--- src/hw/rtl/projector_power_sequencer_top_defines.svh ---
// Assertion macros for the projector power sequencer.
// Each macro takes a label, an antecedent, a consequent and a message string.
`ifndef PROJECTOR_POWER_SEQUENCER_TOP_DEFINES_SVH
`define PROJECTOR_POWER_SEQUENCER_TOP_DEFINES_SVH

// Same-cycle implication, sampled on the rising clock edge outside reset.
`define PPS_ASSERT_IMP(label, ante, cons, msg) \
  label: assert property (@(posedge clk_i) disable iff (!rst_ni) (ante) |-> (cons)) \
    else $error(msg);

// Next-cycle implication, sampled on the rising clock edge outside reset.
`define PPS_ASSERT_NXT(label, ante, cons, msg) \
  label: assert property (@(posedge clk_i) disable iff (!rst_ni) (ante) |=> (cons)) \
    else $error(msg);

`endif

--- src/hw/rtl/pps_pkg.sv ---
`timescale 1ns / 1ps

package pps_pkg;

  localparam int unsigned TimerWidth = 16;
  localparam int unsigned PeriodWidth = 16;
  localparam int unsigned CmpWidth = (TimerWidth > PeriodWidth) ? TimerWidth : PeriodWidth;

  localparam logic [TimerWidth-1:0] TimerMax = {TimerWidth{1'b1}};

  localparam logic [2:0] ModeStandby  = 3'd0;
  localparam logic [2:0] ModeOn       = 3'd1;
  localparam logic [2:0] ModeGrace    = 3'd2;
  localparam logic [2:0] ModePrecool  = 3'd3;
  localparam logic [2:0] ModeCooling  = 3'd4;
  localparam logic [2:0] ModeShutdown = 3'd5;

  localparam logic [1:0] CmdStop = 2'd0;
  localparam logic [1:0] CmdDown = 2'd1;
  localparam logic [1:0] CmdUp   = 2'd2;

  localparam logic [1:0] RegGrace   = 2'd0;
  localparam logic [1:0] RegPreCool = 2'd1;
  localparam logic [1:0] RegCool    = 2'd2;

  localparam logic [PeriodWidth-1:0] GraceReset   = PeriodWidth'(1000);
  localparam logic [PeriodWidth-1:0] PreCoolReset = PeriodWidth'(1000);
  localparam logic [PeriodWidth-1:0] CoolReset    = PeriodWidth'(5000);

  typedef struct packed {
    logic [2:0]            mode;
    logic [TimerWidth-1:0] elapsed;
    logic                  relay;
  } state_t;

  typedef struct packed {
    logic [PeriodWidth-1:0] grace;
    logic [PeriodWidth-1:0] pre_cool;
    logic [PeriodWidth-1:0] cool;
  } periods_t;

  typedef struct packed {
    logic       relay_on;
    logic       cmd_valid;
    logic [1:0] screen_cmd;
    logic [2:0] mode_code;
  } result_t;

endpackage

--- src/hw/rtl/pps_step.sv ---
`timescale 1ns / 1ps

module pps_step import pps_pkg::*; (
  input  state_t   state_i,
  input  periods_t periods_i,
  input  logic     active_i,
  output state_t   state_o,
  output result_t  result_o
);

  logic [TimerWidth-1:0] elapsed_inc;
  logic [PeriodWidth-1:0] period;
  logic                  expired;
  logic                  cmd_valid;
  logic [1:0]            cmd;

  assign elapsed_inc = (state_i.elapsed == TimerMax) ? state_i.elapsed
                                                     : state_i.elapsed + 1'b1;

  always_comb begin
    unique case (state_i.mode)
      ModeGrace:   period = periods_i.grace;
      ModePrecool: period = periods_i.pre_cool;
      default:     period = periods_i.cool;
    endcase
  end

  assign expired = CmpWidth'(elapsed_inc) >= CmpWidth'(period);

  always_comb begin
    state_o   = state_i;
    cmd_valid = 1'b0;
    cmd       = CmdStop;
    unique case (state_i.mode)
      ModeOn: begin
        if (!active_i) begin
          state_o.elapsed = '0;
          state_o.mode    = ModeGrace;
        end
      end
      ModeGrace: begin
        if (active_i) begin
          state_o.mode = ModeOn;
        end else if (expired) begin
          cmd_valid       = 1'b1;
          cmd             = CmdUp;
          state_o.elapsed = '0;
          state_o.mode    = ModePrecool;
        end else begin
          state_o.elapsed = elapsed_inc;
        end
      end
      ModePrecool: begin
        if (expired) begin
          state_o.elapsed = '0;
          state_o.mode    = ModeCooling;
        end else begin
          state_o.elapsed = elapsed_inc;
        end
      end
      ModeCooling: begin
        if (active_i) begin
          cmd_valid    = 1'b1;
          cmd          = CmdDown;
          state_o.mode = ModeOn;
        end else begin
          state_o.elapsed = elapsed_inc;
          if (expired) begin
            state_o.relay = 1'b0;
            state_o.mode  = ModeShutdown;
          end
        end
      end
      default: begin
        if (active_i) begin
          state_o.relay = 1'b1;
          cmd_valid     = 1'b1;
          cmd           = CmdDown;
          state_o.mode  = ModeOn;
        end
      end
    endcase
  end

  assign result_o.relay_on   = state_o.relay;
  assign result_o.cmd_valid  = cmd_valid;
  assign result_o.screen_cmd = cmd;
  assign result_o.mode_code  = state_o.mode;

endmodule

--- src/hw/rtl/projector_power_sequencer_top.sv ---
`timescale 1ns / 1ps
// Channel  Handshake                 Payload
// in       in_valid_i / in_stall_o   projector_active_i
// out      out_valid_o / out_stall_i relay_on_o, cmd_valid_o, screen_cmd_o, mode_code_o
// cfg      cfg_valid_i / cfg_ready_o cfg_index_i, cfg_data_i
//
// On acceptance of a tick item, the mode, timer and relay registers update and
// the result lands in the output register on the same edge.
// A new item is accepted every cycle while the output register is empty or being taken.
// Reset puts the sequencer in standby with the relay on and the periods at defaults.
// A stalled result holds the output register and stalls the input side.
`include "projector_power_sequencer_top_defines.svh"

module projector_power_sequencer_top import pps_pkg::*; (
  input  logic                   clk_i,
  input  logic                   rst_ni,
  input  logic                   in_valid_i,
  output logic                   in_stall_o,
  input  logic                   projector_active_i,
  output logic                   out_valid_o,
  input  logic                   out_stall_i,
  output logic                   relay_on_o,
  output logic                   cmd_valid_o,
  output logic [1:0]             screen_cmd_o,
  output logic [2:0]             mode_code_o,
  input  logic                   cfg_valid_i,
  output logic                   cfg_ready_o,
  input  logic [1:0]             cfg_index_i,
  input  logic [PeriodWidth-1:0] cfg_data_i
);

  state_t   state_q, state_d;
  periods_t periods_q;
  result_t  result_q, result_d;
  logic     out_valid_q;
  logic     accept;

  assign in_stall_o  = out_valid_q && out_stall_i;
  assign accept      = in_valid_i && !in_stall_o;
  assign cfg_ready_o = 1'b1;

  pps_step u_step (
    .state_i   (state_q),
    .periods_i (periods_q),
    .active_i  (projector_active_i),
    .state_o   (state_d),
    .result_o  (result_d)
  );

  always_ff @(posedge clk_i or negedge rst_ni) begin
    if (!rst_ni) begin
      state_q.mode    <= ModeStandby;
      state_q.elapsed <= '0;
      state_q.relay   <= 1'b1;
      out_valid_q     <= 1'b0;
    end else begin
      if (accept) begin
        state_q <= state_d;
      end
      if (accept) begin
        out_valid_q <= 1'b1;
      end else if (!out_stall_i) begin
        out_valid_q <= 1'b0;
      end
    end
  end

  always_ff @(posedge clk_i) begin
    if (accept) begin
      result_q <= result_d;
    end
  end

  always_ff @(posedge clk_i or negedge rst_ni) begin
    if (!rst_ni) begin
      periods_q.grace    <= GraceReset;
      periods_q.pre_cool <= PreCoolReset;
      periods_q.cool     <= CoolReset;
    end else if (cfg_valid_i && cfg_ready_o) begin
      unique case (cfg_index_i)
        RegGrace:   periods_q.grace    <= cfg_data_i;
        RegPreCool: periods_q.pre_cool <= cfg_data_i;
        RegCool:    periods_q.cool     <= cfg_data_i;
        default:    ;
      endcase
    end
  end

  assign out_valid_o  = out_valid_q;
  assign relay_on_o   = result_q.relay_on;
  assign cmd_valid_o  = result_q.cmd_valid;
  assign screen_cmd_o = result_q.screen_cmd;
  assign mode_code_o  = result_q.mode_code;

  `PPS_ASSERT_IMP(a_relay_off_shutdown, state_q.mode != ModeShutdown, state_q.relay, "relay off outside shutdown")
  `PPS_ASSERT_IMP(a_idle_cmd_stop, out_valid_o && !cmd_valid_o, screen_cmd_o == CmdStop, "command code without valid")
  `PPS_ASSERT_IMP(a_up_enters_precool, out_valid_o && cmd_valid_o && screen_cmd_o == CmdUp, mode_code_o == ModePrecool, "screen up outside precool entry")
  `PPS_ASSERT_NXT(a_result_follows_state, accept, mode_code_o == state_q.mode && relay_on_o == state_q.relay, "result does not match updated state")

endmodule

--- config.mk ---
export PLATFORM = sky130hd
export DESIGN_NAME = projector_power_sequencer_top
export DESIGN_NICKNAME = d
export VERILOG_FILES = /design/src/hw/rtl/pps_pkg.sv /design/src/hw/rtl/pps_step.sv /design/src/hw/rtl/projector_power_sequencer_top.sv
export VERILOG_INCLUDE_DIRS = /design/src /design/src/hw/rtl
export SDC_FILE = /design/constraint.sdc
export NUM_CORES = 1
export LEC_CHECK = 0
export ABC_AREA = 1
export BUFFER_PORTS_ARGS = -buffer_cell sky130_fd_sc_hd__buf_2
export CAP_MARGIN = 20
export CORE_MARGIN = 3
export CORE_UTILIZATION = 40
export CTS_CLUSTER_DIAMETER = 80
export CTS_CLUSTER_SIZE = 20
export DETAILED_ROUTE_END_ITERATION = 12
export PLACE_DENSITY_LB_ADDON = 0.12
export SLEW_MARGIN = 20
export SYNTH_ARGS = -nofsm -noshare
export SYNTH_HDL_FRONTEND = slang
export SYNTH_SLANG_ARGS = --single-unit
--- constraint.sdc ---
create_clock -name clk_i -period 2.9 [get_ports clk_i]
set_input_delay 0.58 -clock clk_i [delete_from_list [all_inputs] [get_ports clk_i]]
set_output_delay 0.58 -clock clk_i [all_outputs]
set_load 0.05 [all_outputs]
## After elaboration in Yosys (flattened, before gate mapping)

Cells that the tools add are included.

- Add/subtract/negate cells: 1
- Order comparisons: 1
- Eq/ne operators: 11
- Multiplexer cells: 27
- Reduce and logical (&&, ||, !) cells: 11

Operators by type and width:

| cell | count |
|---|---|
| $pmux 16 s4 | 1 |
| $mux 16 | 3 |
| $pmux 16 s2 | 1 |
| $mux 19 | 1 |
| $mux 3 | 6 |
| $mux 17 | 1 |
| $add 16x1->16 const B | 1 |
| $eq 16x16->1 const B | 1 |
| $ge 16x16->1 | 1 |
| $pmux 3 s4 | 1 |
| $mux 1 | 8 |
| $eq 3x2->1 const B | 2 |
| $ne 2x2->1 const B | 3 |
| $reduce_and 2->1 | 3 |
| $reduce_and 5->1 | 1 |
| $mux 2 | 2 |
| $pmux 1 s2 | 2 |
| $pmux 2 s2 | 1 |
| $reduce_bool 4->1 | 1 |
| $eq 3x1->1 const B | 1 |
| $eq 3x3->1 const B | 1 |
| $reduce_or 3->1 | 1 |
| $eq 2x1->1 const B | 1 |
| $eq 2x2->1 const B | 1 |
| 5 further kinds | 6 |

- Flip-flop bits (word level): 76
- Bits of input ports: 24
- Logic and storage cells: 62

## Logic depth before layout (Yosys ltp)

- Depth in word-level cells: 6
- Gate-level depth with buffers: 22

## Modules after synthesis

From an unflattened synthesis, not the netlist that was laid out.

- Cells, all modules: 664
- Area total of the unflattened synthesis: 5037.3 sq um

Modules (own cells, without submodules):

| module | times used | cells an instance | area an instance (sq um) |
|---|---|---|---|
| projector_power_sequencer_top | 1 | 315 | 3110.5 |
| pps_step | 1 | 349 | 1926.8 |

## Worst setup path before layout

Ideal clock, no wire load.

- Kind: register to register
- From: reg state_q[18] in the netlist's numbering
- To: reg state_q[11] in the netlist's numbering
- Arrival: 2578 ps
- Required time: 2835 ps
- Setup slack: 257 ps
- Cell stages (with the launch flop): 17
- Path through: dfrtp_1 > inv_1 > nor2_2 > inv_2 > nor2_4 > buf_2 > a22o_1 > a21oi_1 > ha_1 > a21oi_1 > o21ai_0 > nor2_1 > nand2_1 > o22ai_4 > buf_4 > nand3_1 > nand2_1

- Cells in the longest elaborated chain, start to end: 6
- Elaborated cells between the ends (all ways): 14

Ends and longest elaborated chain:

| item | RTL line | source |
|---|---|---|
| start, declared | projector_power_sequencer_top.sv:32 | `state_t state_q, state_d;` |
| start signal, assigned | projector_power_sequencer_top.sv:58 | `state_q <= state_d;` |
| $eq 3x2->1 | pps_step.sv:21, pps_step.sv:34 |  |
| $pmux 16 s2 | pps_step.sv:21 | `unique case (state_i.mode)` |
| $ge 16x16->1 | pps_step.sv:28 | `assign expired = CmpWidth'(elapsed_inc) >= CmpWidth'(period);` |
| $mux 16 | pps_step.sv:44, pps_step.sv:54 |  |
| $mux 16 | pps_step.sv:42 | `if (active_i) begin` |
| $pmux 16 s4 | pps_step.sv:34 | `unique case (state_i.mode)` |

Several ways; a longest one is shown, not always the timed one. The select of a mux whose other input is x is not followed.
A chain may end at the register's enable or synchronous reset.

## Worst setup path after layout

- From: reg state_q[2] in the netlist's numbering
- To: reg state_q[14] in the netlist's numbering

- Cells in the longest elaborated chain, start to end: 6
- Elaborated cells between the ends (all ways): 8

Ends and longest elaborated chain:

| item | RTL line | source |
|---|---|---|
| $add 16x1->16 / $eq 16x16->1 (equally long branches) | pps_step.sv:18, pps_step.sv:17 |  |
| $mux 16 (*) | pps_step.sv:17 | `assign elapsed_inc = (state_i.elapsed == TimerMax) ? state_i.elapsed` |
| $ge 16x16->1 | pps_step.sv:28 |  |
| $mux 16 | pps_step.sv:44, pps_step.sv:54 |  |
| $mux 16 | pps_step.sv:42 |  |
| $pmux 16 s4 (*) | pps_step.sv:34 |  |

Every way passes the cells marked *; elsewhere a longest branch is shown, timed or not. The select of a mux whose other input is x is not followed.

==> results.cfg <==
[logic_synthesis]
ys_types = 34
yosysSeqAreaShare_pct = 47.6
syn_inst = 497
avgSynthCellArea_um2 = 8.28
synth_area_leader_cell = dfrtp_1
syn_nets = 538
synth-seq-cells = 76
synthArstFlopShare_pct = 90.8
ys.warnings.count = 0
syn_area_um2 = 4120
synth_common_cells = nand2_1, o21ai_0, dfrtp_1
yosys-top-cells-area = dfrtp_1, nand2_1, dfstp_2
synth_edf_count = 7
synth_top_cell_area_share_pct = 31.0
synth_most_common_cell = nand2_1
synth-main-ff-cell = dfrtp_1

[pwr]
leakage_nw = 2.50
sw_frac_of_total_pct = 39.2
power.density_nw_per_um2 = 726
seqPwrFrac_pct = 38.4
power_w = 0.00363
combPwrFrac_pct = 40.9
peakVddDrop_uv = 297
p_clk_share_pct = 20.7
p_int_w = 0.00221
p_switching_w = 0.00143

[min_path]
min_path_type = input pin to asynchronous set/reset pin

[grt]
grt_pass1_wl_mm = 16.3
antenna_found_initial = 0
grt_start_max_net_pins = 46
grt-ovfl-total = 0
use_met2_pct = 27.1
use_met1_pct = 25.6
track_usage_pct = 17.8
first_global_vias = 3362
busiest_layer = met2
grt.met3_usage_pct = 3.54

[critical_path]
r2r_start = state_q[2]
endpoint_kind = flop
slowest_delay_ns = 0.41
crit_path_start_kind = flop
cp.arrival_ns = 3.11
critical_path_required_ns = 3.20
path_max_fanout = 8
path_class = flop to flop
crit_path_frequent_cell = nand2_4
crit_start = state_q[2]
path_delay_family = simple AND/OR/NAND/NOR gates
crit_slowest_cell = dfrtp_1
path_buf_inv = 3
cp_cell_sequence = ha_2, nand2_4, nor2_4, nand2_2, nor2_4, buf_6, xor2_4, inv_1, ha_1, nand4_1, nor2_1, nor2_1, nand2_2, nand2_4, nand2_4, o22ai_4, clkbuf_16, nand3_1, nand2_1

[floorplan]
row_count = 36
num_io_pins = 34
start_util_pct = 41.5
core_area_um2 = 9910
dieArea_um2 = 11500
die_w_um = 107
die_h_um = 107

[timing]
fin_ws_ns = 0.0915
max_freq_mhz = 356
grt_setup_unrepaired = yes
finalClockSkew_ns = 0.0115
slew_viol_final = 0
slew_headroom_pct = 58.9
finalSetupViolCount = 0
min_period_over_period_pct = 96.8
period_minus_slack_ns = 2.81
hold_viol = 0
worst_pin_slew_ns = 0.617
hold_ws_ns = 0.216

[final_layout]
nets = 595
area_growth_pct = 21.6
antenna_cells = 0
final_layout_size_suffix_gt1_share_pct = 27.7
stdcell_count = 692
final_area_um2 = 5000

[job]
maxCapViolations = 0

[place]
dp_hpwl_mm = 6.39
place_ws_ns = -0.0419
dpl.cell_count = 665
placed_area_um2 = 4560
portBuffers = 32
gp_congestion = 0.811

[cts]
path_clk_slew_ns = 0.09
cts_tree = built
clock-sinks = 76
clkLatencyLatePin_ns = 0.36
cts_buffers = 9
postCtsHoldBufs = 0
clockRootBuffer = clkbuf_8
cts-htree-levels = 3
clockBufferDepth = 2

[detailed_routing]
vias = 3405
drc = 0
antenna_left = 0
avgRoutedWirePerCell_um = 13.9
totalWireLength_mm = 9.63
viasPerCell = 4.92
drt_iter0_drc = 153
dr.pass1.iters = 4

[run_status]
status = finished clean
## repair_timing
| action | 4_1_cts | 5_1_grt |
|---|---|---|
| resized for setup | 2 | 47 |
| setup endpoints to repair | 19 | 26 |
| pin swaps | 0 | 9 |
| setup buffers | 0 | 10 |
| gates cloned | 0 | 1 |
## area by class of cell
| cell class | instances | area [um2] |
|---|---|---|
| Inverter | 56 | 213 |
| Clock buffer | 11 | 141 |
| Multi-Input combinational cell | 348 | 2020 |
| Timing Repair Buffer | 63 | 464 |
| Clock inverter | 5 | 37.5 |
| Fill cell | 1000 | 4910 |
| Sequential cell | 76 | 1960 |
| Tap cell | 133 | 166 |
## kinds of logic after synthesis
family / Yosys count / synth area share, %
simple gates: 212 / 22.3
compound gates: 109 / 15.7
flops: 76 / 47.6
buf+inv: 73 / 7.11
fa+ha+maj: 17 / 5.17
xor+xnor: 9 / 1.92
other cells: 1 / 0.0911
## placed cells by master (no fill, tap or decap), types with 3 or more instances in the layout
| cell | Yosys | final |
|---|---|---|
| nand2_1 | 144 | 130 |
| o21ai_0 | 54 | 52 |
| dfrtp_1 | 51 | 50 |
| inv_1 | 50 | 47 |
| buf_2 | 3 | 32 |
| a21oi_1 | 27 | 26 |
| buf_4 | 4 | 25 |
| nand3_1 | 23 | 18 |
| dfstp_2 | 18 | 18 |
| ha_1 | 17 | 16 |
| a22o_1 | 15 | 15 |
| nor2_1 | 22 | 14 |
| nand2_2 | 1 | 11 |
| clkbuf_8 | 0 | 10 |
| nor2_2 | 5 | 9 |
| xor2_1 | 9 | 8 |
| inv_2 | 5 | 7 |
| nor2_4 | 3 | 7 |
| edfxtp_1 | 7 | 7 |
| nand3_2 | 0 | 5 |
| o21ai_2 | 5 | 5 |
| nand2_4 | 0 | 4 |
| buf_12 | 0 | 4 |
| nor3_1 | 4 | 3 |
| nand4_1 | 3 | 3 |
| nand3b_1 | 3 | 3 |
## path summary, 6_finish.rpt
check	endpoint	slack [ns]	cells after the start
min in group clk_i	out_valid_o	0.47	3
min	state_q[10]	0.22	1
max reg2reg	state_q[14]	0.09	19
max	state_q[14]	0.09	19
min reg2reg	state_q[0]	0.48	2
max in group asynchronous	periods_q[39]	1.97	2
## power groups by stage
stage,Clock [W],Combinational [W],Sequential (W)
3_5_place_dp,0,0.00133,0.00142
3_3_place_gp,0,0.00132,0.00141
6_report,0.000752,0.00149,0.00140
4_1_cts,0.000767,0.00135,0.00140
5_1_grt,0.000811,0.00166,0.00142
2_1_floorplan,0,0.000855,0.00148
## metrics by stage
stage                     utilization (%)  setup TNS [ns]
after floorplan                         -               0
after global placement               46.0               0
after detailed placement             46.0          -0.414
after CTS                            47.9               0
after global routing                 50.5           -1.53
final                                50.5               0
## state kept, by name (all words and copies together), names as in the netlist
name	count
cmd_valid_o	1
mode_code_o	3
state_q	20
relay_on_o	1
out_valid_o	1
screen_cmd_o	2
periods_q	48
## metal layers
layer	up-vias	part of all wire, %
met1	1619	51
li1	1734	-
met5	-	0
met3	8	3.2
met2	44	45
met4	0	1.1
## worst reg2reg max path: stages, from the launching register on
cell and delay [ns]:
dfrtp_1 0.41, ha_2 0.23, nand2_4 0.08, nor2_4 0.13, nand2_2 0.09, nor2_4 0.14, buf_6 0.15, xor2_4 0.17
inv_1 0.06, ha_1 0.28, nand4_1 0.09, nor2_1 0.04, nor2_1 0.12, nand2_2 0.08, nand2_4 0.08, nand2_4 0.06
o22ai_4 0.18, clkbuf_16 0.21, nand3_1 0.07, nand2_1 0.07
No activity file was read; power rests on OpenSTA's default activity.
